$ cat config.mk
export PLATFORM = sky130hd
export DESIGN_NAME = qer_front
export DESIGN_NICKNAME = d
export VERILOG_FILES = /design/src/rtl/qer_pkg.sv /design/src/rtl/qer_front.sv
export SDC_FILE = /design/constraint.sdc
export NUM_CORES = 2
export LEC_CHECK = 0
export BUFFER_PORTS_ARGS = -buffer_cell sky130_fd_sc_hd__buf_2
export CORE_ASPECT_RATIO = 2
export CORE_MARGIN = 1.5
export CORE_UTILIZATION = 30
export DETAILED_ROUTE_END_ITERATION = 8
export PLACE_DENSITY = 0.45
export REMOVE_ABC_BUFFERS = 1
export SLEW_MARGIN = 20
export SYNTH_ARGS = -nofsm -noshare
export SYNTH_HDL_FRONTEND = slang
export SYNTH_SLANG_ARGS = --single-unit
$ cat constraint.sdc
create_clock -name clk -period 9.35 [get_ports clk]
set_clock_uncertainty 0.1 [all_clocks]
set_input_delay 1.4025 -clock clk [delete_from_list [all_inputs] [get_ports clk]]
set_output_delay 1.4025 -clock clk [all_outputs]
set_load 0.03 [all_outputs]
$ cat src/rtl/qer_pkg.sv
package qer_pkg;

  localparam int CoefWidth  = 16;
  localparam int FracBits   = 8;
  localparam int RootFrac   = 16;
  localparam int PolyWidth  = 48;
  localparam int RootWidth  = 32;
  localparam int DiscWidth  = 2 * CoefWidth + 3;
  localparam int SqrtWidth  = (DiscWidth + 1) / 2;
  localparam int NumWidth   = SqrtWidth + 2;
  localparam int ShNumWidth = NumWidth + RootFrac;
  localparam int DenWidth   = CoefWidth + 1;
  localparam int QuoWidth   = ShNumWidth;
  localparam int CountWidth = 2;

  localparam logic [CountWidth-1:0] ZcNone = 2'd0;
  localparam logic [CountWidth-1:0] ZcOne  = 2'd1;
  localparam logic [CountWidth-1:0] ZcTwo  = 2'd2;

  typedef struct packed {
    logic signed [CoefWidth-1:0] coef_a;
    logic signed [CoefWidth-1:0] coef_b;
    logic signed [CoefWidth-1:0] coef_c;
    logic signed [CoefWidth-1:0] point_x;
  } qer_in_t;

  typedef struct packed {
    logic signed [PolyWidth-1:0] poly_value;
    logic [CountWidth-1:0]       zero_count;
    logic signed [RootWidth-1:0] root_plus;
    logic signed [RootWidth-1:0] root_minus;
    logic                        degenerate;
    logic                        root_saturated;
  } qer_out_t;

  // Side information that travels with an item through the root pipeline.
  typedef struct packed {
    logic signed [PolyWidth-1:0] poly_value;
    logic [CountWidth-1:0]       zero_count;
    logic                        degenerate;
    logic                        roots_on;
  } qer_side_t;

endpackage

$ cat src/rtl/qer_front.sv
// Two stages: products, then sums. Produces the discriminant and polynomial.
module qer_front import qer_pkg::*; (
  input  logic                        clk,
  input  logic                        rst_n,
  input  logic                        en,
  input  logic                        in_valid,
  input  qer_in_t                     in_data,
  output logic                        out_valid,
  output logic signed [DiscWidth-1:0] out_disc,
  output logic signed [CoefWidth-1:0] out_a,
  output logic signed [CoefWidth-1:0] out_b,
  output logic signed [PolyWidth-1:0] out_poly
);

  localparam int PW = 2 * CoefWidth;

  logic                        v1_r, v2_r;
  logic signed [PW-1:0]        ax_r, bx_r, bb_r, ac_r;
  logic signed [CoefWidth-1:0] a1_r, b1_r, c1_r, x1_r;
  logic signed [DiscWidth-1:0] disc_r;
  logic signed [CoefWidth-1:0] a2_r, b2_r;
  logic signed [PolyWidth-1:0] poly_r;

  always_ff @(posedge clk) begin
    if (!rst_n) begin
      v1_r <= 1'b0;
      v2_r <= 1'b0;
    end else if (en) begin
      v1_r <= in_valid;
      v2_r <= v1_r;
    end
  end

  always_ff @(posedge clk) begin
    if (en) begin
      ax_r <= in_data.coef_a * in_data.point_x;
      bx_r <= in_data.coef_b * in_data.point_x;
      bb_r <= in_data.coef_b * in_data.coef_b;
      ac_r <= in_data.coef_a * in_data.coef_c;
      a1_r <= in_data.coef_a;
      b1_r <= in_data.coef_b;
      c1_r <= in_data.coef_c;
      x1_r <= in_data.point_x;
      a2_r <= a1_r;
      b2_r <= b1_r;
      disc_r <= DiscWidth'(bb_r) - (DiscWidth'(ac_r) <<< 2);
      poly_r <= PolyWidth'(ax_r * x1_r) + (PolyWidth'(bx_r) <<< FracBits)
                + (PolyWidth'(c1_r) <<< (2 * FracBits));
    end
  end

  assign out_valid = v2_r;
  assign out_disc  = disc_r;
  assign out_a     = a2_r;
  assign out_b     = b2_r;
  assign out_poly  = poly_r;

endmodule

# Yosys cells after proc, flatten, opt, wreduce, memory -nomap -nowiden
# Index checks and enable logic that the tools add are counted.
# word_totals
input_bits	68
wordCells	22
mem_count	0
ram_bits	0
ff_bits	309
out_inout_bits	116
rom_bits	0
latchBits	0
# op_classes
bitwise_logic	0
mul	5
addsub	3
div_mod_pow	0
magnitude_cmp	0
eq_ne	0
n_shift	0
mux	0
reduce_logical	0
# ops
cell	count
multiplier 16 x 16 -> 32 bit	4
adder 48 x 32 -> 48 bit	1
adder 48 x 40 -> 48 bit	1
multiplier 32 x 16 -> 48 bit	1
subtractor 32 x 34 -> 35 bit	1

# Longest topological paths before layout
# logic_depth
ltp_word	3
depth_mapped	26
mapped_depth_nobuf	24

# Worst setup path before layout
# Ideal clock, no wire load.
# synth_timing
kind	input port to flip-flop
from	in in_data[47] (netlist name)
to	reg bx_r[31] (data pin)
arrival_ns	7.173
path_slack_ns	1.811
stages	23
setup_time_ns	0.266
n_path_buf	3
cell_sequence	clkbuf_1 > clkbuf_1 > nand2_1 > inv_1 > fa_1 > fa_1 > fa_1 > inv_1 > fa_1 > inv_1 > fa_1 > fa_1 > ha_1 > clkbuf_1 > nand4_1 > nor2_1 > nand2_1 > o31ai_1 > nand2_1 > a2111o_1 > a31oi_2 > and4_1 > nor3_1
# synth_via
elab_chain_cells	1
# synth_lines
item	line_no	source
start, declared	qer_front.sv:7	input qer_in_t in_data,
multiplier 16 x 16 -> 32 bit	qer_front.sv:37	bx_r <= in_data.coef_b * in_data.point_x;
end signal, assigned	qer_front.sv:37	
end, declared	qer_front.sv:18	logic signed [PW-1:0] ax_r, bx_r, bb_r, ac_r;
# No other way between the ends.
# A chain may end at the register's enable or synchronous reset.

# Final worst setup path
# layout_timing
from	in in_data[4] (netlist name)
to	reg bx_r[31] (data pin)
# The elaborated chain is that of the path after synthesis.

==> flow_summary_export.csv <==
group,metric,value,unit
floorplanning,die-area,0.231,mm²
sta,maxSlewViolCount,0,
critical_path,setup.worst_path.start,"in_data[4]",
cts,cts_tree,"yes",
drt,drt_pass1_iterations,5,
hold_path,worstHoldPathCells,0,
critical_path,cp-start-kind,"input port",
yosys,yosysWarnings,0,
yosys,yosysTopAreaCell,"fa_1",
yosys,yosys_most_used_dff,"edfxtp_1",
yosys,yosysMostFrequentCell,"inv_1",
sta,final-setup-viol-count,0,
cts,clkSlewWorstSetupHoldPaths,90,ps
drt,drc,0,
critical_path,cp_data_required_time,9650,ps
yosys,async_flop_share,0,%
floorplanning,die_h,678,µm
placed_design,hpwl,174000,µm
sta,tightest_slew,1120,ps
critical_path,criticalPathCategory,"in -> reg",
cts,cts_max_path_buffers,3,
yosys,ys_seq_area_share,13.4,%
cts,cts.sinks,305,
sta,slew-limit-headroom,25.3,%
critical_path,r2r_cells,22,
yosys,ys_ff_latch,305,
critical_path,worstPathArrival,8460,ps
placed_design,port_buffers,182,
drt,wl_per_cell,20.1,µm
cts,clk_latency,670,ps
yosys,synth_area_per_cell,9.72,µm²
drt,wl,204000,µm
critical_path,r2r_end,"out_poly[46]",
grt,grt.busiest_layer,"met2",
drt,avgViaCountPerCell,4.56,
floorplanning,core,0.227,mm²
sta,rsz0062_at_grt,"false",
critical_path,r2r-start,"x1_r[4]",
hold_path,holdPathEnd,"out_b[14]",
grt,grt_use_met1,17.0,%
layout,multi_input_comb_area,0.0510,mm²
yosys,yosys-top-cells-count,"inv_1, fa_1, nand2_1",
hold_path,hold_start,"b1_r[14]",
grt,grt_max_degree,68,
grt,grt_pass1_vias,54500,
cts,cts_buffers,39,
grt,antenna_found_initial,14,
layout,drive_gt1_share,5.40,%
grt,grt_usage,18.3,%
yosys,syn_area,0.0684,mm²
critical_path,end_kind,"register",
cts,htreeDepth,2,
cts,postCtsHoldBufs,0,
drt,ant_nets,0,
yosys,synthCells,7038,
yosys,ys_top_cells_by_area,"fa_1, edfxtp_1, inv_1, ha_1, nand2_1",
layout,nNetsFinal,9212,
grt,grt_overflow,0,
flow_run,max_cap_viol_count,0,
grt,grtUsageMet2,38.2,%
placed_design,dp_slack,412,ps
placed_design,place_congestion,0.853,
layout,seq_area,0.00914,mm²
cts,post_cts_resized,0,
drt,vias,46200,
floorplanning,row_count,247,
sta,hold_ws,288,ps
grt,grt_pass1_wl,319000,µm
critical_path,cp_max_fo,27,
critical_path,reg2reg_slack,1470,ps
cts,post-cts-setup-buffers,0,
hold_path,min-delay-path-class,"reg -> reg",
sta,layout_setup_ws,1190,ps
floorplanning,initial_core_util,30.2,%
grt,use_met3,1.54,%
yosys,synth_cell_types,84,
layout,area_delta_synth_final,8.51,%
cts,clock-root-buffer,"clkbuf_16",
layout,fill_cells,23500,
yosys,synth_edf_count,303,
sta,setup_tns,0,ps
run_status,outcome,"complete, no violations",
drt,drt_iter0_drc,1633,
yosys,yosysTopAreaCellShare,46.0,%
floorplanning,die_x,341,µm
sta,period_minus_slack,8160,ps
sta,fmax,0.123,GHz
floorplanning,ioPinCount,184,
sta,hold_viol,0,
sta,post-route-period-util,87.3,%
## layout by cell type, fill, tap and decap left out, types with 14 or more instances in the layout
master / synthesis / routed
clkbuf_16: 0 / 39
xnor2_1: 155 / 155
a21o_1: 90 / 90
xor2_1: 47 / 47
ha_1: 458 / 458
nand4_1: 14 / 14
buf_4: 2 / 108
and2_1: 511 / 511
nor2_1: 158 / 158
and3_1: 24 / 24
nand2_1: 891 / 891
o21ai_0: 83 / 83
o21bai_1: 25 / 25
edfxtp_1: 303 / 303
a21oi_1: 134 / 134
nor3_1: 42 / 42
nor2b_1: 20 / 20
a211oi_1: 16 / 16
a31oi_1: 18 / 18
inv_1: 1930 / 1930
buf_2: 3 / 181
nand2b_1: 44 / 44
fa_1: 1570 / 1570
nand3_1: 42 / 42
o21a_1: 27 / 27
## state kept, by name, summed over array words and instances, names as in the netlist
signal	flops
c1_r	16
out_poly	48
ax_r	32
v1_r	1
out_disc	34
bx_r	32
x1_r	16
b1_r	15
ac_r	32
out_valid	1
out_a	16
bb_r	31
out_b	15
a1_r	16
## worst max-delay path by stage
stage	to	slack, ps	cells past startpoint
final	bx_r[31]	1190	25
after global routing	bx_r[31]	910	25
after CTS	bx_r[31]	1160	23
after detailed placement	bx_r[31]	410	23
after global placement	bx_r[31]	430	23
after floorplan	bx_r[31]	2170	20
## metal layers
layer | up-vias | wire length (µm)
met1 | 24200 | 66500
met2 | 725 | 121000
met4 | 10 | 12000
li1 | 20900 | -
met5 | - | 56
met3 | 371 | 4530
## cell families (layout without fill, tap and decap cells)
logic type | count (synthesis) | after routing | share of synthesized area (%)
other cells | 1 | 8 | 0.00548
compound gates | 518 | 518 | 5.17
mux | 4 | 4 | 0.0585
xor+xnor | 202 | 202 | 2.59
buf+inv | 2190 | 2298 | 12.0
simple gates | 1790 | 1790 | 12.4
flops | 305 | 305 | 13.4
fa+ha+maj | 2028 | 2028 | 54.3
## through the flow
step | cells | utilization, % | area [µm²]
6_report | 10100 | 32.8 | 74200
3_5_place_dp | 10100 | 32.2 | 73000
3_3_place_gp | 10100 | 32.2 | 73000
5_1_grt | 10100 | 32.8 | 74200
4_1_cts | 10100 | 32.8 | 74200
2_1_floorplan | 6781 | - | 67400
## cell type report
class | count | area share [%]
repair buffers | 294 | 2.44
diodes | 7 | 0.0236
clock inverters | 24 | 0.300
clock buffers | 47 | 1.36
inverters | 1933 | 9.78
multi-input cells | 4543 | 68.8
well taps | 2988 | 5.04
flip-flops and latches | 305 | 12.3
## critical path, cell delays in order
cell and delay (ps):
buf_2 600, buf_4 300, nand2_1 90, fa_1 540
inv_1 50, fa_1 480, inv_1 60, fa_1 500
inv_1 70, fa_1 550, inv_1 50, fa_1 450
fa_1 490, inv_1 40, ha_1 420, nand3_1 100
nor2_1 400, nand2_1 110, o31ai_1 470, buf_4 230
nand2_1 100, a2111o_1 430, a31oi_2 230, and4_1 220
nor3_1 60
Power is not shown: default switching activity piles up to over one toggle a cycle in this logic, so the estimate is an artifact.
