File: config.mk
export PLATFORM = sky130hd
export DESIGN_NAME = qer_div
export DESIGN_NICKNAME = d
export VERILOG_FILES = /design/src/rtl/qer_pkg.sv /design/src/rtl/qer_div.sv
export SDC_FILE = /design/constraint.sdc
export NUM_CORES = 2
export LEC_CHECK = 0
export BUFFER_PORTS_ARGS = -buffer_cell sky130_fd_sc_hd__buf_2
export CAP_MARGIN = 20
export CORE_AREA = 3 3 473 475
export CTS_BUF_LIST = sky130_fd_sc_hd__clkbuf_4 sky130_fd_sc_hd__clkbuf_8
export DETAILED_ROUTE_END_ITERATION = 7
export DIE_AREA = 0 0 476 478
export PLACE_DENSITY = 0.72
export REMOVE_ABC_BUFFERS = 1
export SLEW_MARGIN = 20
export SYNTH_ARGS = -nofsm -noshare
export SYNTH_HDL_FRONTEND = slang
export SYNTH_SLANG_ARGS = --single-unit
File: constraint.sdc
create_clock -name clk -period 3.8 [get_ports clk]
set_clock_uncertainty 0.15 [all_clocks]
set_input_delay 0.38 -clock clk [delete_from_list [all_inputs] [get_ports clk]]
set_output_delay 0.38 -clock clk [all_outputs]
set_load 0.05 [all_outputs]
File: src/rtl/qer_pkg.sv
package qer_pkg;

  localparam int CoefWidth  = 16;
  localparam int FracBits   = 8;
  localparam int RootFrac   = 16;
  localparam int PolyWidth  = 48;
  localparam int RootWidth  = 32;
  localparam int DiscWidth  = 2 * CoefWidth + 3;
  localparam int SqrtWidth  = (DiscWidth + 1) / 2;
  localparam int NumWidth   = SqrtWidth + 2;
  localparam int ShNumWidth = NumWidth + RootFrac;
  localparam int DenWidth   = CoefWidth + 1;
  localparam int QuoWidth   = ShNumWidth;
  localparam int CountWidth = 2;

  localparam logic [CountWidth-1:0] ZcNone = 2'd0;
  localparam logic [CountWidth-1:0] ZcOne  = 2'd1;
  localparam logic [CountWidth-1:0] ZcTwo  = 2'd2;

  typedef struct packed {
    logic signed [CoefWidth-1:0] coef_a;
    logic signed [CoefWidth-1:0] coef_b;
    logic signed [CoefWidth-1:0] coef_c;
    logic signed [CoefWidth-1:0] point_x;
  } qer_in_t;

  typedef struct packed {
    logic signed [PolyWidth-1:0] poly_value;
    logic [CountWidth-1:0]       zero_count;
    logic signed [RootWidth-1:0] root_plus;
    logic signed [RootWidth-1:0] root_minus;
    logic                        degenerate;
    logic                        root_saturated;
  } qer_out_t;

  // Side information that travels with an item through the root pipeline.
  typedef struct packed {
    logic signed [PolyWidth-1:0] poly_value;
    logic [CountWidth-1:0]       zero_count;
    logic                        degenerate;
    logic                        roots_on;
  } qer_side_t;

endpackage

File: src/rtl/qer_div.sv
// Pipelined restoring divider on magnitudes, one quotient bit per stage.
module qer_div import qer_pkg::*; (
  input  logic                 clk,
  input  logic                 en,
  input  logic [ShNumWidth-1:0] num,
  input  logic [DenWidth-1:0]  den,
  output logic [QuoWidth-1:0]  quo
);

  localparam int RW = DenWidth + 1;

  logic [RW-1:0]         rem_r [QuoWidth+1];
  logic [QuoWidth-1:0]   q_r   [QuoWidth+1];
  logic [DenWidth-1:0]   d_r   [QuoWidth+1];

  always_comb begin
    rem_r[0] = '0;
    q_r[0]   = num;
    d_r[0]   = den;
  end

  for (genvar i = 0; i < QuoWidth; i++) begin : g_st
    logic [RW-1:0] sh;
    assign sh = {rem_r[i][RW-2:0], q_r[i][QuoWidth-1]};
    always_ff @(posedge clk) begin
      if (en) begin
        d_r[i+1] <= d_r[i];
        if (sh >= RW'(d_r[i])) begin
          rem_r[i+1] <= sh - RW'(d_r[i]);
          q_r[i+1]   <= {q_r[i][QuoWidth-2:0], 1'b1};
        end else begin
          rem_r[i+1] <= sh;
          q_r[i+1]   <= {q_r[i][QuoWidth-2:0], 1'b0};
        end
      end
    end
  end

  assign quo = q_r[QuoWidth];

endmodule

# Yosys cells after proc, flatten, opt, wreduce, memory -nomap -nowiden
# Cells that the tools add are included.
# Widths: inputs -> output; s select.
word_totals:
  ff_bits: 2486
  inputBits: 55
  out_inout_bits: 36
  wordCells: 249
classes:
  add_sub_neg: 35
  magnitude_cmp: 36
  mux: 71
ops:
  columns: ["cell", "count"]
  rows:
  - ["$ge 18x17->1", 35]
  - ["$mux 17", 34]
  - ["$sub 17x17->17", 34]
  - ["$mux 1", 37]
  - ["$ge 1x17->1", 1]
  - ["$sub 1x17->17", 1]

# Depth between registers and ports, before layout
depth:
  depth_word: 2
  depth_mapped: 14

# Worst setup path before layout
# OpenSTA, ideal clock, no wires.
synth_path:
  kind: "reg-to-reg"
  start: "register q_r, in the netlist g_st[11].sh[0]"
  end: "register rem_r, in the netlist g_st[12].sh[10] (data pin)"
  setup_time_ps: 262
  arrival_time_ps: 3449
  slack_ps: -61
  stages_incl_launch_ff: 14
  synth_period_minus_slack_ps: 3861
  cell_sequence: "edfxtp_1 inv_1 ha_1 inv_1 fa_1 a21oi_1 o21bai_1 a221o_1 a2111oi_4 o31ai_1 o21a_1 a2111oi_4 buf_6 mux2_1"
synth_between:
  elab_chain_len: 2
synth_lines:
  columns: ["item", "line_no", "source"]
  rows:
  - ["start, declared", "qer_div.sv:13", "logic [QuoWidth-1:0] q_r [QuoWidth+1];"]
  - ["start signal, assigned by index", "qer_div.sv:30", "q_r[i+1] <= {q_r[i][QuoWidth-2:0], 1'b1};"]
  - ["start signal, assigned by index", "qer_div.sv:33", "q_r[i+1] <= {q_r[i][QuoWidth-2:0], 1'b0};"]
  - ["$sub 17x17->17 / $ge 18x17->1 (equally long branches)", "qer_div.sv:29, qer_div.sv:28", null]
  - ["$mux 17 (*)", "qer_div.sv:28", "if (sh >= RW'(d_r[i])) begin"]
  - ["end signal, assigned by index", "qer_div.sv:29", "rem_r[i+1] <= sh - RW'(d_r[i]);"]
  - ["end signal, assigned by index", "qer_div.sv:32", "rem_r[i+1] <= sh;"]
  - ["end, declared", "qer_div.sv:12", "logic [RW-1:0] rem_r [QuoWidth+1];"]
# Mark *: on every way between the ends. The rest lies on a longest branch, timed or not.
# A chain may end at the register's enable or synchronous reset.

# Worst setup path after layout
layout_path:
  start: "register q_r, in the netlist g_st[12].sh[0]"
  end: "register rem_r, in the netlist g_st[13].sh[16] (data pin)"
# The elaborated chain is that of the path after synthesis.

==> summary.txt <==
Synth
  – Post-synth EDFFs: 2,486
  – Top cells by count, synth: 2,486 x edfxtp_1, 761 x inv_1, 597 x ha_1
  – Post-synthesis cell area: between 100,000 and 150,000 um2
  – Top-count cell post-synth: edfxtp_1
  – Ranking of synthesized cells by area: edfxtp_1 68%, ha_1 6.8%, mux2_2 3.0%
  – Post-synth top flop: edfxtp_1
  – Mapped Avg Cell Area: 14.5 um2
  – Post-synth top area share: between 60% and 70%
  – Yosys cell types: roughly 80
  – Syn Inst Count: ~7,600
  – Synth Warn #: 0
  – Async set-reset flop share out of synthesis: 0%
  – Register bit count reported by yosys: roughly 2,500
  – Sequential element share of the synthesized area: around two thirds
  – Largest area contributor in the netlist: edfxtp_1

Route
  – Wire per inst: ~18 um
  – Final ANT Viol Nets: 0
  – DR pass1 iterations: 5
  – DRT iter0 DRCs: around 4,400
  – # DRC: 0
  – Routed WL: 203,000 um
  – Vias/cell: between 5 and 6
  – Detailed-route via count: around 61,000

Clock network
  – H-tree levels: 5
  – Clock transition at path regs: 60 ps
  – CTS buffer count: 416
  – Clock sink total: ~2,500
  – CTS tree: built
  – CTS Buffer Depth: 4
  – CTS Root Buffer Type: clkbuf_8
  – Clock Latency Late Sink: around 1100 ps

Floorplanning
  – Die height: between 400 and 500 um
  – Die area: 228,000 um2
  – Core area: ~220,000 um2
  – Initial Util: 50.0%
  – Ports: 91
  – Rows: about 170
  – Die Span X: 476 um

Worst setup path
  – Critical Path RT: about 4400 ps
  – Critical path fanouts, max: 5
  – Worst Setup Start Kind: register
  – R2R Setup Slk: -60 ps
  – Critical Path AT: around 4500 ps
  – Critical path class: reg2reg
  – CP Capture Type: register
  – FF-to-FF Start: g_st[12].sh[0]$_DFFE_PP_
  – Reg2Reg Capture Point: g_st[13].sh[16]$_DFFE_PP_
  – R2r worst-path depth: 14

STA
  – TNS Setup: -465 ps
  – Relative slew margins: 40.9%
  – Setup WS post-layout: -62.9 ps
  – Final period util: 102%
  – Hold slack: ~230 ps
  – Final critical-path required period: about 3900 ps
  – Fmax: 0.259 GHz
  – Slew Viols, Final: 0
  – Worst slew pin tran: approximately 900 ps
  – RSZ-0062 raised after global routing: yes
  – Fin. Hold Viols: 0
  – Final setup fails: 9

Hold path
  – Hold Path Stages: 0
  – Min-Delay Startpoint: q_r[118]$_DFFE_PP_
  – Min-delay worst type: reg2reg
  – WHS Endpoint: q_r[83]$_DFFE_PP_

Layout
  – Synth-to-layout area growth: 13.6%
  – Fin nets: between 8,000 and 9,000
  – Layout fillers: 17,200
  – Share of cells above drive strength 1: roughly 15%

Pwr
  – PnR Total Power: 97.4 mW
  – Max VDD drop: around 0.00038 V
  – Lkg Pwr: approximately 49 nW
  – Power Dens Cells: between 700 and 800 nW/um2

Place
  – Setup WS pre-CTS: -196 ps
  – PortBufs: 90
  – DP HPWL: 139,000 um
  – Routability cong.: roughly 0.9

GRT
  – First-pass GRT wire length: approximately 320,000 um
  – GRT Total Usage: between 10% and 20%
  – Largest net degree at the start of global routing: approximately 120
  – Initial antenna violation count: 6
  – Vias in the first global route: roughly 62,000
  – Gr ovfl total: 0

Flow run
  – MaxCap Viol Count: 0

Run status
  – Outcome: finished, violations left
  – Failing checks: negative setup slack
-- routing by layer --
layer	GRT usage, %	vias to the layer above	wire length, um
li1	-	29800	-
met1	24.3	29500	92400
met5	0	-	0
met3	3.30	443	9800
met2	28.2	1477	94800
met4	6.35	0	6090
-- logic make-up (layout without fill, tap and decap cells) --
logic type	after synthesis	after routing	share of synthesized area (%)
xor+xnor	451	451	3.60
fa+ha+maj	631	631	7.42
other cells	0	2	0
buf+inv	906	1882	3.24
mux	348	348	3.53
flops	2486	2486	67.9
simple gates	1258	1258	5.45
compound gates	1522	1522	8.82
-- report_power, final --
part	total, mW	switching [mW]	internal [mW]	leakage (nW)
registers	40.1	2.75	37.3	24.3
logic	34.6	18.4	16.3	20.2
clock network	22.7	10.1	12.6	4.22
total	97.4	31.2	66.1	48.7
-- cell type report --
| class | count | area, um2 | share of cell area, % |
|---|---|---|---|
| flip-flops and latches | 2486 | 74700 | 59.8 |
| multi-input cells | 4210 | 32000 | 25.7 |
| clock buffers | 549 | 6740 | 5.40 |
| well taps | 2958 | 3700 | 2.97 |
| repair buffers | 403 | 3630 | 2.91 |
| inverters | 762 | 2860 | 2.29 |
| clock inverters | 168 | 1180 | 0.947 |
| diodes | 2 | 5.00 | 0.00401 |
-- critical path, stage by stage (launching register included) --
cell and delay, ps:
edfxtp_1 370, inv_2 90, ha_4 130, inv_2 40
fa_2 370, a21oi_4 210, o21bai_4 70, a221o_1 380
a2111oi_4 450, o31ai_2 150, o21a_1 210, a2111oi_4 300
buf_4 210, buf_8 140, mux2_4 300
-- through the flow --
| step | utilization (%) | cell area (um2) | cells |
|---|---|---|---|
| after floorplan | - | 109000 | 7458 |
| after global placement | 52.4 | 115000 | 10700 |
| after detailed placement | 52.4 | 115000 | 10700 |
| after CTS | 56.7 | 125000 | 11500 |
| after global routing | 56.8 | 125000 | 11500 |
| final | 56.8 | 125000 | 11500 |
-- cells in the final DEF (no fill, tap or decap), drive strengths merged, types with 278 or more instances in the layout --
cell type,Yosys,layout
xnor2,278,278
nand2,329,329
a21oi,475,475
mux2,318,318
inv,761,767
o21ai,315,315
edfxtp,2486,2486
clkbuf,93,550
ha,597,597
buf,51,295
nor2,389,389
-- state kept, by name (all words and copies together), names as in the netlist --
register	cells
g_st.sh	630
quo	36
q_r	1225
d_r	595
-- worst max path at each step --
stage / to / from / cells past startpoint / slack [ps]
after floorplan: g_st[18].sh[2]$_DFFE_PP_ / g_st[17].sh[0]$_DFFE_PP_ / 11 / -840
after global placement: g_st[9].sh[5]$_DFFE_PP_ / g_st[8].sh[0]$_DFFE_PP_ / 13 / -160
after detailed placement: g_st[9].sh[2]$_DFFE_PP_ / g_st[8].sh[0]$_DFFE_PP_ / 13 / -200
after CTS: g_st[13].sh[17]$_DFFE_PP_ / g_st[12].sh[0]$_DFFE_PP_ / 15 / -30
after global routing: g_st[13].sh[8]$_DFFE_PP_ / g_st[12].sh[0]$_DFFE_PP_ / 14 / -170
final: g_st[13].sh[16]$_DFFE_PP_ / g_st[12].sh[0]$_DFFE_PP_ / 14 / -60
-- timing repair --
| item | CTS | global route |
|---|---|---|
| gates resized for setup | 29 | 62 |
| setup endpoints to repair | 58 | 126 |
| pin swaps | 19 | 10 |
| cloned | 5 | 1 |
| hold buffers | 107 | 0 |
| endpoints found under the hold margin | 1137 | 0 |
| setup buffers | 22 | 10 |
Note: power is estimated with default switching activity, not from simulation.
