--- config.mk ---
export PLATFORM = sky130hd
export DESIGN_NAME = qer_sqrt
export DESIGN_NICKNAME = d
export VERILOG_FILES = /design/src/rtl/qer_pkg.sv /design/src/rtl/qer_sqrt.sv
export SDC_FILE = /design/constraint.sdc
export NUM_CORES = 1
export LEC_CHECK = 0
export BUFFER_PORTS_ARGS = -buffer_cell sky130_fd_sc_hd__buf_2
export CELL_PAD_IN_SITES_DETAIL_PLACEMENT = 1
export CELL_PAD_IN_SITES_GLOBAL_PLACEMENT = 1
export CORE_ASPECT_RATIO = 0.5
export CORE_UTILIZATION = 45
export CTS_BUF_LIST = sky130_fd_sc_hd__clkbuf_8
export CTS_CLUSTER_SIZE = 14
export DETAILED_ROUTE_END_ITERATION = 10
export GPL_TIMING_DRIVEN = 0
export PLACE_DENSITY_LB_ADDON = 0.1
export REMOVE_ABC_BUFFERS = 1
export SETUP_SLACK_MARGIN = 0.1
export SYNTH_ARGS = -nofsm -noshare
export SYNTH_HDL_FRONTEND = slang
export SYNTH_SLANG_ARGS = --single-unit
--- constraint.sdc ---
create_clock -name clk -period 10.6 [get_ports clk]
set_input_delay 0.53 -clock clk [delete_from_list [all_inputs] [get_ports clk]]
set_output_delay 0.53 -clock clk [all_outputs]
set_load 0.02 [all_outputs]
--- src/rtl/qer_pkg.sv ---
package qer_pkg;

  localparam int CoefWidth  = 16;
  localparam int FracBits   = 8;
  localparam int RootFrac   = 16;
  localparam int PolyWidth  = 48;
  localparam int RootWidth  = 32;
  localparam int DiscWidth  = 2 * CoefWidth + 3;
  localparam int SqrtWidth  = (DiscWidth + 1) / 2;
  localparam int NumWidth   = SqrtWidth + 2;
  localparam int ShNumWidth = NumWidth + RootFrac;
  localparam int DenWidth   = CoefWidth + 1;
  localparam int QuoWidth   = ShNumWidth;
  localparam int CountWidth = 2;

  localparam logic [CountWidth-1:0] ZcNone = 2'd0;
  localparam logic [CountWidth-1:0] ZcOne  = 2'd1;
  localparam logic [CountWidth-1:0] ZcTwo  = 2'd2;

  typedef struct packed {
    logic signed [CoefWidth-1:0] coef_a;
    logic signed [CoefWidth-1:0] coef_b;
    logic signed [CoefWidth-1:0] coef_c;
    logic signed [CoefWidth-1:0] point_x;
  } qer_in_t;

  typedef struct packed {
    logic signed [PolyWidth-1:0] poly_value;
    logic [CountWidth-1:0]       zero_count;
    logic signed [RootWidth-1:0] root_plus;
    logic signed [RootWidth-1:0] root_minus;
    logic                        degenerate;
    logic                        root_saturated;
  } qer_out_t;

  // Side information that travels with an item through the root pipeline.
  typedef struct packed {
    logic signed [PolyWidth-1:0] poly_value;
    logic [CountWidth-1:0]       zero_count;
    logic                        degenerate;
    logic                        roots_on;
  } qer_side_t;

endpackage

--- src/rtl/qer_sqrt.sv ---
// Pipelined digit-by-digit square root, one result bit per stage.
module qer_sqrt import qer_pkg::*; (
  input  logic                  clk,
  input  logic                  en,
  input  logic [DiscWidth-1:0]  rad,
  output logic [SqrtWidth-1:0]  root
);

  localparam int RW = 2 * SqrtWidth;

  logic [RW-1:0]        rem_r  [SqrtWidth+1];
  logic [SqrtWidth-1:0] q_r    [SqrtWidth+1];
  logic [RW-1:0]        val_r  [SqrtWidth+1];

  always_comb begin
    rem_r[0] = '0;
    q_r[0]   = '0;
    val_r[0] = RW'(rad);
  end

  for (genvar i = 0; i < SqrtWidth; i++) begin : g_st
    logic [RW-1:0] rem_sh, trial;
    assign rem_sh = (rem_r[i] << 2) | RW'(val_r[i][RW-1 -: 2]);
    assign trial  = (RW'(q_r[i]) << 2) | RW'(1);
    always_ff @(posedge clk) begin
      if (en) begin
        val_r[i+1] <= val_r[i] << 2;
        if (rem_sh >= trial) begin
          rem_r[i+1] <= rem_sh - trial;
          q_r[i+1]   <= (q_r[i] << 1) | SqrtWidth'(1);
        end else begin
          rem_r[i+1] <= rem_sh;
          q_r[i+1]   <= q_r[i] << 1;
        end
      end
    end
  end

  assign root = q_r[SqrtWidth];

endmodule

Word level (Yosys, flattened, before mapping) --
Index checks and enable logic that the tools add are counted. W data, S select, Z words.
Word-level totals: register bits after elaboration 1023, input bits 37, output and inout bits 18, logic and storage cells 140
Operators by class: add/subtract/negate cells 17, $lt $le $gt $ge 18, multiplexer cells 35, bitwise logic cells 17
Operator list (number):
- $or A36 B2 Y36 | 17
- $mux W34 | 16
- $ge A36 B10 Y1 | 1
- $ge A36 B11 Y1 | 1
- $ge A36 B12 Y1 | 1
- $ge A36 B13 Y1 | 1
- $ge A36 B14 Y1 | 1
- $ge A36 B15 Y1 | 1
- $ge A36 B16 Y1 | 1
- $ge A36 B17 Y1 | 1
- $ge A36 B18 Y1 | 1
- $ge A36 B19 Y1 | 1
- $ge A36 B3 Y1 | 1
- $ge A36 B4 Y1 | 1
- $ge A36 B5 Y1 | 1
- $ge A36 B6 Y1 | 1
- $ge A36 B7 Y1 | 1
- $ge A36 B8 Y1 | 1
- $ge A36 B9 Y1 | 1
- $sub A34 B10 Y34 | 1
- $sub A34 B11 Y34 | 1
- $sub A34 B12 Y34 | 1
- $sub A34 B13 Y34 | 1
- $sub A34 B14 Y34 | 1
- 14 further kinds | 32

Logic depth before layout (Yosys ltp) --
Gate-level depths: netlist of run 1.
depth in word-level cells 3, gate-level depth with buffers 13, mapped depth without buffers 11

Least setup slack after synthesis of run 1 --
OpenSTA, ideal clock, no wires.
kind reg2reg, start reg rem_r[406] in the netlist's numbering, end reg rem_r[392] in the netlist's numbering (data pin), setup time 267 ps, data arrival time 3250 ps, data required time 10333 ps, setup slack 7082 ps, stages on the path, launching flop included 10, path buffers 1, period minus slack after synthesis 3518 ps, path through edfxtp_1 or4_4 nand2b_4 or4_4 or4_1 buf_2 or4_4 or3_4 nor4_2 xor2_1
Between the ends: word-level cells in the longest chain between the ends 3, elaborated cells on any way between the ends 4, those cells by class add/sub (1); order compare (1); mux (1); bitwise (1)
RTL lines:
- from (decl) | line qer_sqrt.sv:11 | logic [RW-1:0] rem_r [SqrtWidth+1];
- from (signal, indexed assignment) | line qer_sqrt.sv:29 | rem_r[i+1] <= rem_sh - trial;
- from (signal, indexed assignment) | line qer_sqrt.sv:32 | rem_r[i+1] <= rem_sh;
- $or A36 B2 Y36 (*) | line qer_sqrt.sv:23 | assign rem_sh = (rem_r[i] << 2) | RW'(val_r[i][RW-1 -: 2]);
- $sub A34 B9 Y34 / $ge A36 B9 Y1 (equally long branches) | line qer_sqrt.sv:29, qer_sqrt.sv:28
- $mux W34 (*) | line qer_sqrt.sv:28 | if (rem_sh >= trial) begin
Mark *: on every way between the ends. The rest lies on a longest branch, timed or not. A chain may end at the register's enable or synchronous reset.

Worst setup path in the final report of run 1 --
start reg rem_r[180] in the netlist's numbering, end reg rem_r[171] in the netlist's numbering (data pin)
Between the ends: word-level cells in the longest chain between the ends 3, elaborated cells on any way between the ends 4, those cells by class add/sub (1); order compare (1); mux (1); bitwise (1)
RTL lines (line):
- $or A36 B2 Y36 (*) | qer_sqrt.sv:23
- $sub A34 B15 Y34 / $ge A36 B15 Y1 (equally long branches) | qer_sqrt.sv:29, qer_sqrt.sv:28
- $mux W34 (*) | qer_sqrt.sv:28
Marked as above.

==> results summary, run 1 <==
The number of distinct library cells after synthesis came out at slightly above 80. In this run, synthesis inferred approximately 1000 flip-flops with an integrated enable. The maximum clock frequency came out at about 0.2 GHz. The area growth from synthesis to layout is 11.08%.

The startpoint of the worst-slack reg-to-reg timing path is rem_r[180]$_DFFE_PP_. The TritonCTS clock tree is done. The number of global-route vias before repair is 29377.

The count of nets left with antenna violations once routing finished came out at 0. Of the cells placed in the final design, the portion with a size suffix greater than 1 is 0.08374. The flow ran to the end, and the final reports show no timing, DRC or antenna violations.

The residual DRC count is 0. The met3 demand-to-capacity share in global routing came out at 0.03092. The final clock period utilization by the worst path is 0.4621. The initial cell density of the core came out at 0.4544. Before CTS, the worst setup slack after placement is 5637 ps. The number of resized instances in the post-cts repair step is 0. The count of cells along the worst hold path came out at 1. The floorplan step defined a die boundary enclosing ~0.11 sq mm. The critical path starts at rem_r[180]$_DFFE_PP_.

For the pin with the worst max-slew slack, the measured transition is about 1300 ps. Across every metal layer, demand over resource in global routing totals 0.1763. In this run the most used layer during global routing was met2. The core area is ~0.10 sq mm. In this run the count of I/O pins placed on the die edge is 55.

Counting the buffers created by CTS gives 151. The clock transition at the registers of the reported paths is 70 ps. The endpoint arrival time on the critical path came out at 5480 ps. The final-stage net count came out at between 4000 and 5000.

The sequential element share of the synthesized area came out at 0.6428. The fraction of registers with async set or reset after synthesis came out at 0. The detailed placer's ending HPWL came out at between 60 and 70 mm.

The worst reg2reg path depth came out at 10. The mapped netlist covers ~0.047 sq mm. For this block, the routed nets add up to 91.84 mm of wire. For this run, the slowest stage of the critical path takes approximately 910 ps.

The clock latency of the later-clocked register in the worst-skew pair is around 860 ps. The final design instance area without fill came out at 0.05184 sq mm. The type of the tightest min-delay check is in2reg.

The share of synthesized area in the top cell type comes to 0.6428. The die outline height is approximately 230 um. The clock tree synthesis step divided the H-tree into 4 levels.

Of all cell types, the one taking the most synthesized area is sky130_fd_sc_hd__edfxtp_1. The hold violation total from the final report came out at 0. The global-route wire length before repair is 148.6 mm. The worst-case vdd ir drop came out at between 0.0001 and 0.00015 V. The final worst-path setup slack came out at 5701 ps.

The post-synthesis average cell area is 12.98 sq um. For the worst setup path, the data required time is around 11000 ps. Global routing finished with a remaining overflow of 0. Port buffering added 54 buffers. Setup violations remaining at the end of the flow were counted as 0. The critical-path cell with the highest stage delay is sky130_fd_sc_hd__nor4_4. The number of storage elements in the synthesis netlist came out at 999. Sorting the synthesized cells by area gives the leading types as sky130_fd_sc_hd__edfxtp_1 (64%), sky130_fd_sc_hd__ha_1 (5.1%), sky130_fd_sc_hd__xor2_1 (4.2%). Power spread over the standard cell area amounts to between 150 and 200 mW/mm^2.

In the global route stage, met1 resource usage came out at 0.1895. CTS placed an instance of sky130_fd_sc_hd__clkbuf_8 at the clock tree root. The largest net degree at the start of global routing came out at around 140. The floorplan has between 80 and 90 rows.

The time the worst path needs with I/O delays and setup came out at about 5000 ps. The critical path endpoint category is a flop. Fill cells in the final layout number between 10000 and 15000. The floorplan die width came out at between 400 and 500 um. The setup path with the least slack is of type reg2reg. The most used flip-flop cell after synthesis is sky130_fd_sc_hd__edfxtp_1.

The maximum net fanout on the critical path came out at 19. The signal on the critical path passes through ha_1, nor2b_1, o31a_1, o311ai_0, nand3_1, nor4_4, clkinv_1, nand3b_1, nor4_1, xor2_1. The violation count after the first detailed-routing iteration came out at 1289.

The start point of the worst hold path is en. The max-slew violation total from the final report is 0. The design draws just over 0.009 W.

The per-cell via count in the routed design came out at around 5.2. The maximum buffer depth of the clock tree is 3. The routed length per instance came out at ~17 um. Across the run, the number of max-cap violations was 0. The final clock skew came out at between 50 and 60 ps. The kind of start point of the critical path is a flop. The static leakage is 19.35 nW. Setup repair after global routing left no endpoint under its margin. The synthesized instance count is 3596. The number of clock sinks came out at approximately 1000.

The global-route track usage on met2 came out at 0.3366. After detailed placement, the total cell area comes to 0.04872 sq mm. The vias after detailed routing came out at 27505.

The placer's final routability congestion estimate came out at between 0.8 and 0.9. The initial antenna violation count is 1. The worst slew slack as a fraction of its limit is 0.1296. Final hold analysis gives a worst-case slack of 121.0 ps. The number of warning messages in the yosys log came out at 0. The iteration count of the initial detailed-routing pass is 4.
-- area by class of cell --
class                   instances  area (sq um)  share of cell area
diodes                          3         7.507           0.0001448
multi-input cells            2289         15560              0.3001
clock inverters               116         651.9             0.01258
flip-flops and latches        999         30000              0.5787
clock buffers                 152          2092             0.04036
repair buffers                102         899.6             0.01735
well taps                    1360          1702             0.03283
inverters                     247         927.1             0.01789
-- stage by stage --
stage | utilization | TNS, ps | instances
after floorplan | - | 0 | 3535
after global placement | 0.4713 | -5679050 | 4949
after detailed placement | 0.4743 | 0 | 4962
after CTS | 0.5044 | 0 | 5265
after global routing | 0.5047 | 0 | 5266
final | 0.5047 | 0 | 5268
-- Yosys cell counts, types with 5 or more instances --
| cell type | number |
|---|---|
| sky130_fd_sc_hd__o21ai_0 | 142 |
| sky130_fd_sc_hd__a31oi_1 | 13 |
| sky130_fd_sc_hd__nand2_1 | 220 |
| sky130_fd_sc_hd__o311ai_0 | 5 |
| sky130_fd_sc_hd__ha_1 | 189 |
| sky130_fd_sc_hd__a21oi_1 | 154 |
| sky130_fd_sc_hd__nand4b_1 | 13 |
| sky130_fd_sc_hd__xor2_1 | 226 |
| sky130_fd_sc_hd__nor2b_1 | 30 |
| sky130_fd_sc_hd__a21boi_0 | 5 |
| sky130_fd_sc_hd__clkinv_1 | 5 |
| sky130_fd_sc_hd__inv_1 | 242 |
| sky130_fd_sc_hd__nor2_1 | 265 |
| sky130_fd_sc_hd__a211oi_1 | 13 |
| sky130_fd_sc_hd__and3_1 | 11 |
| sky130_fd_sc_hd__nand2b_1 | 44 |
| sky130_fd_sc_hd__or3_1 | 59 |
| sky130_fd_sc_hd__mux2_2 | 18 |
| sky130_fd_sc_hd__nor4b_1 | 11 |
| sky130_fd_sc_hd__or4_1 | 46 |
| sky130_fd_sc_hd__o21bai_1 | 18 |
| sky130_fd_sc_hd__a211o_1 | 5 |
| sky130_fd_sc_hd__o211ai_1 | 11 |
| sky130_fd_sc_hd__o21a_1 | 52 |
| sky130_fd_sc_hd__xnor2_1 | 188 |
| sky130_fd_sc_hd__o31ai_1 | 25 |
| sky130_fd_sc_hd__o41ai_1 | 10 |
| sky130_fd_sc_hd__a21o_1 | 59 |
| sky130_fd_sc_hd__nand3_1 | 57 |
| sky130_fd_sc_hd__nand4_1 | 47 |
| sky130_fd_sc_hd__nor4_1 | 75 |
| sky130_fd_sc_hd__mux2i_1 | 6 |
| sky130_fd_sc_hd__a31o_2 | 5 |
| sky130_fd_sc_hd__nand3b_1 | 10 |
| sky130_fd_sc_hd__or2_2 | 33 |
| sky130_fd_sc_hd__nor3_1 | 137 |
| sky130_fd_sc_hd__edfxtp_1 | 999 |
| sky130_fd_sc_hd__nor3b_1 | 10 |
| sky130_fd_sc_hd__clkbuf_1 | 55 |
| sky130_fd_sc_hd__o31a_1 | 5 |
-- report_power, final --
| group | total (W) | switching [W] | leakage (nW) | internal (W) |
|---|---|---|---|---|
| clock | 0.00296 | 0.00149 | 1.60 | 0.00147 |
| combinational | 0.00124 | 0.000725 | 8.16 | 0.000519 |
| sequential | 0.00508 | 0.000251 | 9.59 | 0.00483 |
| total | 0.00928 | 0.00247 | 19.4 | 0.00681 |
-- cell usage in the layout, fill, tap and decap left out, drive strengths merged, types with 35 or more instances in the layout --
cell type	count
inv	308
edfxtp	999
nand2b	45
nand2	220
nand4	47
buf	67
nor4	78
dlygate4sd3	35
nor2	265
o21ai	145
or2	35
xnor2	188
xor2	226
clkinv	47
clkbuf	152
nand3	57
ha	189
a21o	59
a21oi	154
o21a	52
nor3	137
or3	60
or4	49
-- critical path: cells and delay by family, from the launching register on --
kind	cells	cell delay (ps)
simple gates	5	2070
compound gates	2	840
buf+inv	1	760
flops	1	420
fa+ha+maj	1	380
xor+xnor	1	160
-- layer usage --
layer / part of all wire / vias to the layer above / wire [um]
li1: - / 13726 / -
met1: 0.41 / 13286 / 37390
met2: 0.53 / 305 / 48970
met3: 0.029 / 188 / 2630
met4: 0.031 / 0 / 2856
met5: 0 / - / 0
-- sequential cells by signal (all words and copies together), names as in the netlist --
name	flops
g_st.trial	153
rem_r	522
root	18
val_r	306
-- timing repair --
action                                 CTS  global route
hold buffers                            35             0
endpoints found under the hold margin   35             0
setup buffers                            0             0
-- worst paths after layout --
check,to,slack (ps)
setup / recovery,rem_r[171]$_DFFE_PP_,5700
hold / removal,rem_r[552]$_DFFE_PP_,120
setup reg to reg,rem_r[171]$_DFFE_PP_,5700
hold reg to reg,val_r[214]$_DFFE_PP_,410
-- cells by family after synthesis --
group | synth area share
AOI/OAI and AO/OA | 0.07601
xor gates and xnor gates | 0.07770
adders and majority gates | 0.05067
buffers and inverters | 0.02488
DFF | 0.6428
muxes | 0.005630
other | 0.00008036
and+or+nand+nor | 0.1222
Note: power is estimated with default switching activity, not from simulation.
==> inputs of run 2 (changes only) <==
ABC_AREA = 1   (was default)
clock period = 4.4 ns   (was 10.6 ns; I/O delays follow)
==> results summary, run 2 <==
The clock latency of the later-clocked register in the worst-skew pair is 890 ps (was 860 ps). The post-layout instance count excluding filler cells is 8370 (was 5268). Leading cell types in the layout, fill and taps excluded: sky130_fd_sc_hd__nand2_1 (1696), sky130_fd_sc_hd__inv_1 (1059), sky130_fd_sc_hd__edfxtp_1 (999) (was sky130_fd_sc_hd__edfxtp_1 (999), sky130_fd_sc_hd__inv_1 (298), sky130_fd_sc_hd__nor2_1 (264)). The kind of critical path is reg2reg (unchanged). The detailed placer's ending HPWL is 133.3 mm (was 66.80 mm). The type of the tightest min-delay check was in2reg (unchanged). The critical path endpoint category is a flop (unchanged). The maximum clock frequency is 0.2750 GHz (was 0.2041 GHz). The core area came out at 0.1233 sq mm (was 0.1027 sq mm). The count of input and output buffers came out at 54 (unchanged). The post-synthesis average cell area is 8.798 sq um (was 12.98 sq um). The number of maximum-capacitance violations is 0 (unchanged). The floorplan die width came out at 501.0 um (was 457.4 um).

The leading cell type in the layout, fill and taps excluded is sky130_fd_sc_hd__nand2_1 (was sky130_fd_sc_hd__edfxtp_1). The largest net degree at the start of global routing is 136 (was 137). The number of warning messages in the yosys log came out at 0 (unchanged). The post-detailed-routing wire length came out at 169.3 mm (was 91.84 mm). The routed length per instance came out at 20.23 um (was 17.43 um). The die outline height is 251.5 um (was 229.7 um).

The clock buffer count from CTS came out at 151 (unchanged). The required time at the endpoint of the critical path was 5020 ps (was 11180 ps). The time the worst path needs with I/O delays and setup came out at 3636 ps (was 4899 ps). The final worst-path setup slack is 763.5 ps (was 5701 ps). The synthesized instance count came out at 6368 (was 3596). The power per standard cell area was 407.9 mW/mm^2 (was 179.0 mW/mm^2). The sum of negative setup slack came out at 0 ps (unchanged). The share of layout cells above drive strength 1 is 0.06319 (was 0.08374). The fraction of post-synthesis cell area in the top cell type by area came out at 0.5354 (was 0.6428). The clock transition at the registers of the reported paths came out at 70 ps (about the same). Setup repair after global routing missed its margin: false (unchanged). The register with the highest flop count is rem_r (unchanged). The number of global-route vias before repair is 45666 (was 29377).

The number of distinct library cells after synthesis came out at 51 (was 81). The total number of placement rows was 91 (was 83). The cell taking the most area after synthesis is sky130_fd_sc_hd__edfxtp_1 (unchanged). The die area came out at 0.1260 sq mm (was 0.1051 sq mm). The end-of-flow core utilization was 0.4997 (was 0.5047). The placer's final routability congestion estimate came out at 0.9033 (was 0.8712). The per-cell via count in the routed design came out at 5.214 (was 5.221). The number of clock sinks is 999 (unchanged).

The cell total after placement was 8049 (was 4962). The endpoint arrival time on the critical path came to 4260 ps (was 5480 ps). The fraction of registers with async set or reset after synthesis is 0 (unchanged). The vias after detailed routing is 43645 (was 27505). The number of top-level pins is 55 (unchanged). The worst slew slack as a fraction of its limit is 0.2958 (was 0.1296). The count of flip-flops with a built-in enable after synthesis is 999 (unchanged).

The library cell with the highest instance count after synthesis is sky130_fd_sc_hd__nand2_1 (was sky130_fd_sc_hd__edfxtp_1). The maximum buffer depth of the clock tree is 3 (unchanged). The residual DRC count is 0 (unchanged).

The worst-case vdd ir drop is 0.0002724 V (was 0.0001036 V). The main flop type after synthesis is sky130_fd_sc_hd__edfxtp_1 (unchanged). The number of storage elements in the synthesis netlist is 999 (unchanged). The setup slack after placement came out at 764.9 ps (was 5637 ps). The violation count after the first detailed-routing iteration is 2519 (was 1289). The H-tree depth came out at 4 (unchanged). The global-route wire length before repair came out at 260.9 mm (was 148.6 mm). The final clock period utilization by the worst path is 0.8265 (was 0.4621).

The pin slew with the least headroom to its limit came out at 1045 ps (was 1289 ps). The max-slew violation total from the final report is 0 (unchanged). The sum of overflow across all layers after global routing is 0 (unchanged).

The start point of the worst hold path is rad[17] (was en). Commonest cells in the netlist: sky130_fd_sc_hd__nand2_1 (1696), sky130_fd_sc_hd__inv_1 (1011), sky130_fd_sc_hd__edfxtp_1 (999), sky130_fd_sc_hd__nor2_1 (742), sky130_fd_sc_hd__nand3_1 (376) (was sky130_fd_sc_hd__edfxtp_1 (999), sky130_fd_sc_hd__nor2_1 (265), sky130_fd_sc_hd__inv_1 (242), sky130_fd_sc_hd__xor2_1 (226), sky130_fd_sc_hd__nand2_1 (220)). The beginning of the critical path was rem_r[436]$_DFFE_PP_ (was rem_r[180]$_DFFE_PP_). The TritonCTS clock tree is done (unchanged). The iteration count of the initial detailed-routing pass came out at 7 (was 4). The hold violation total from the final report came out at 0 (unchanged).

The area growth from synthesis to layout came out at 9.964% (was 11.08%). The root buffer selected by CTS is sky130_fd_sc_hd__clkbuf_8 (unchanged). The final-stage net count is 6808 (was 4016). The total global-route track usage came to 0.2687 (was 0.1763). The kind of start point of the critical path is a flop (unchanged). The post-synthesis cell area came out at 0.05603 sq mm (was 0.04667 sq mm).

The initial antenna violation count came out at 1 (unchanged). The static leakage came out at 26.12 nW (was 19.35 nW). The maximum net fanout on the critical path came out at 22 (was 19).

Run status: completed (unchanged). The startpoint of the worst-slack reg-to-reg timing path was rem_r[436]$_DFFE_PP_ (was rem_r[180]$_DFFE_PP_). The final clock skew is 80.43 ps (was 52.17 ps). The total chip power came out at 0.02513 W (was 0.009280 W). The flip-flop count of the largest register after layout is 522 (unchanged). The setup-violating endpoint count in the final report came out at 0 (unchanged). Cells taking the most area after synthesis: sky130_fd_sc_hd__edfxtp_1 (54%), sky130_fd_sc_hd__nand2_1 (11%), sky130_fd_sc_hd__inv_1 (6.8%) (was sky130_fd_sc_hd__edfxtp_1 (64%), sky130_fd_sc_hd__ha_1 (5.1%), sky130_fd_sc_hd__xor2_1 (4.2%)). The initial cell density of the core is 0.4544 (about the same). The number of setup buffers added after CTS came to 0 (unchanged). The sequential element share of the synthesized area came to 0.5354 (was 0.6428). The antenna violation net count after detailed routing came out at 0 (unchanged).
[run 2: changes by cell type after synthesis, moves of 53 or more]
cell                       delta
sky130_fd_sc_hd__or3_1       -59
sky130_fd_sc_hd__inv_1      +769
sky130_fd_sc_hd__o21ai_1     +76
sky130_fd_sc_hd__xor2_1     -111
sky130_fd_sc_hd__nand3_1    +319
sky130_fd_sc_hd__nor2_1     +477
sky130_fd_sc_hd__nor4_1      -63
sky130_fd_sc_hd__a21o_1      -53
sky130_fd_sc_hd__nand4_1     +87
sky130_fd_sc_hd__nand2_1   +1476
sky130_fd_sc_hd__xnor2_1     -56
sky130_fd_sc_hd__a21oi_1    +119
sky130_fd_sc_hd__clkbuf_1    -55
[run 2: final timing paths]
path,slack [ps],to,depth (start not counted)
min,90,val_r[631]$_DFFE_PP_,2
max reg2reg,760,rem_r[427]$_DFFE_PP_,7
max,760,rem_r[427]$_DFFE_PP_,7
min reg2reg,400,val_r[282]$_DFFE_PP_,0
[run 2: power breakdown]
group	total [W]	internal, W	leakage [nW]	switching (W)
Combinational	0.00494	0.00158	14.9	0.00336
Clock	0.00773	0.00382	1.65	0.00392
Sequential	0.0125	0.0117	9.60	0.000785
Total	0.0251	0.0171	26.1	0.00806
[run 2: stage by stage]
stage	hold slack [ps]	cell area (sq um)
6_report	86.08	61610
4_1_cts	0.9543	61610
2_1_floorplan	318.9	55560
3_3_place_gp	396.5	57930
3_5_place_dp	398.3	58170
5_1_grt	30.39	61610
[run 2: kinds of logic after synthesis]
group	count (synthesis)	share of synthesized area
AND/OR/NAND/NOR	3245	0.2467
buffers and inverters	1081	0.07720
flip-flops	999	0.5354
AO/OA/AOI/OAI	606	0.05985
XOR/XNOR	247	0.03861
adder cells (fa/ha/maj)	189	0.04221
other	1	0.00006693
[run 2: critical path: stages (launching register included)]
cell and delay, ps:
sky130_fd_sc_hd__edfxtp_1 410, sky130_fd_sc_hd__ha_1 370, sky130_fd_sc_hd__nand2_1 170, sky130_fd_sc_hd__nor3_1 610, sky130_fd_sc_hd__nand4_1 170, sky130_fd_sc_hd__nand3_1 720
sky130_fd_sc_hd__inv_2 450, sky130_fd_sc_hd__a21oi_1 470
[run 2: layout make-up]
class,instances,area [sq um]
multi-input cells,4288,21710
repair buffers,116,1041
well taps,1674,2095
clock inverters,112,793.3
inverters,1026,3861
flip-flops and latches,999,30000
clock buffers,153,2106
fillers,14550,61700
diodes,2,5.005
[run 2: repair_timing]
action | CTS | global route
resized for setup | 0 | 0
hold endpoints to repair | 81 | 0
hold buffers | 54 | 0
[run 2: layer usage]
| metal | global-route usage | up-vias | part of all wire |
|---|---|---|---|
| li1 | - | 21424 | - |
| met1 | 0.3302 | 21256 | 0.43 |
| met2 | 0.4866 | 693 | 0.51 |
| met3 | 0.03288 | 272 | 0.031 |
| met4 | 0.09102 | 0 | 0.030 |
| met5 | 0 | - | 0 |
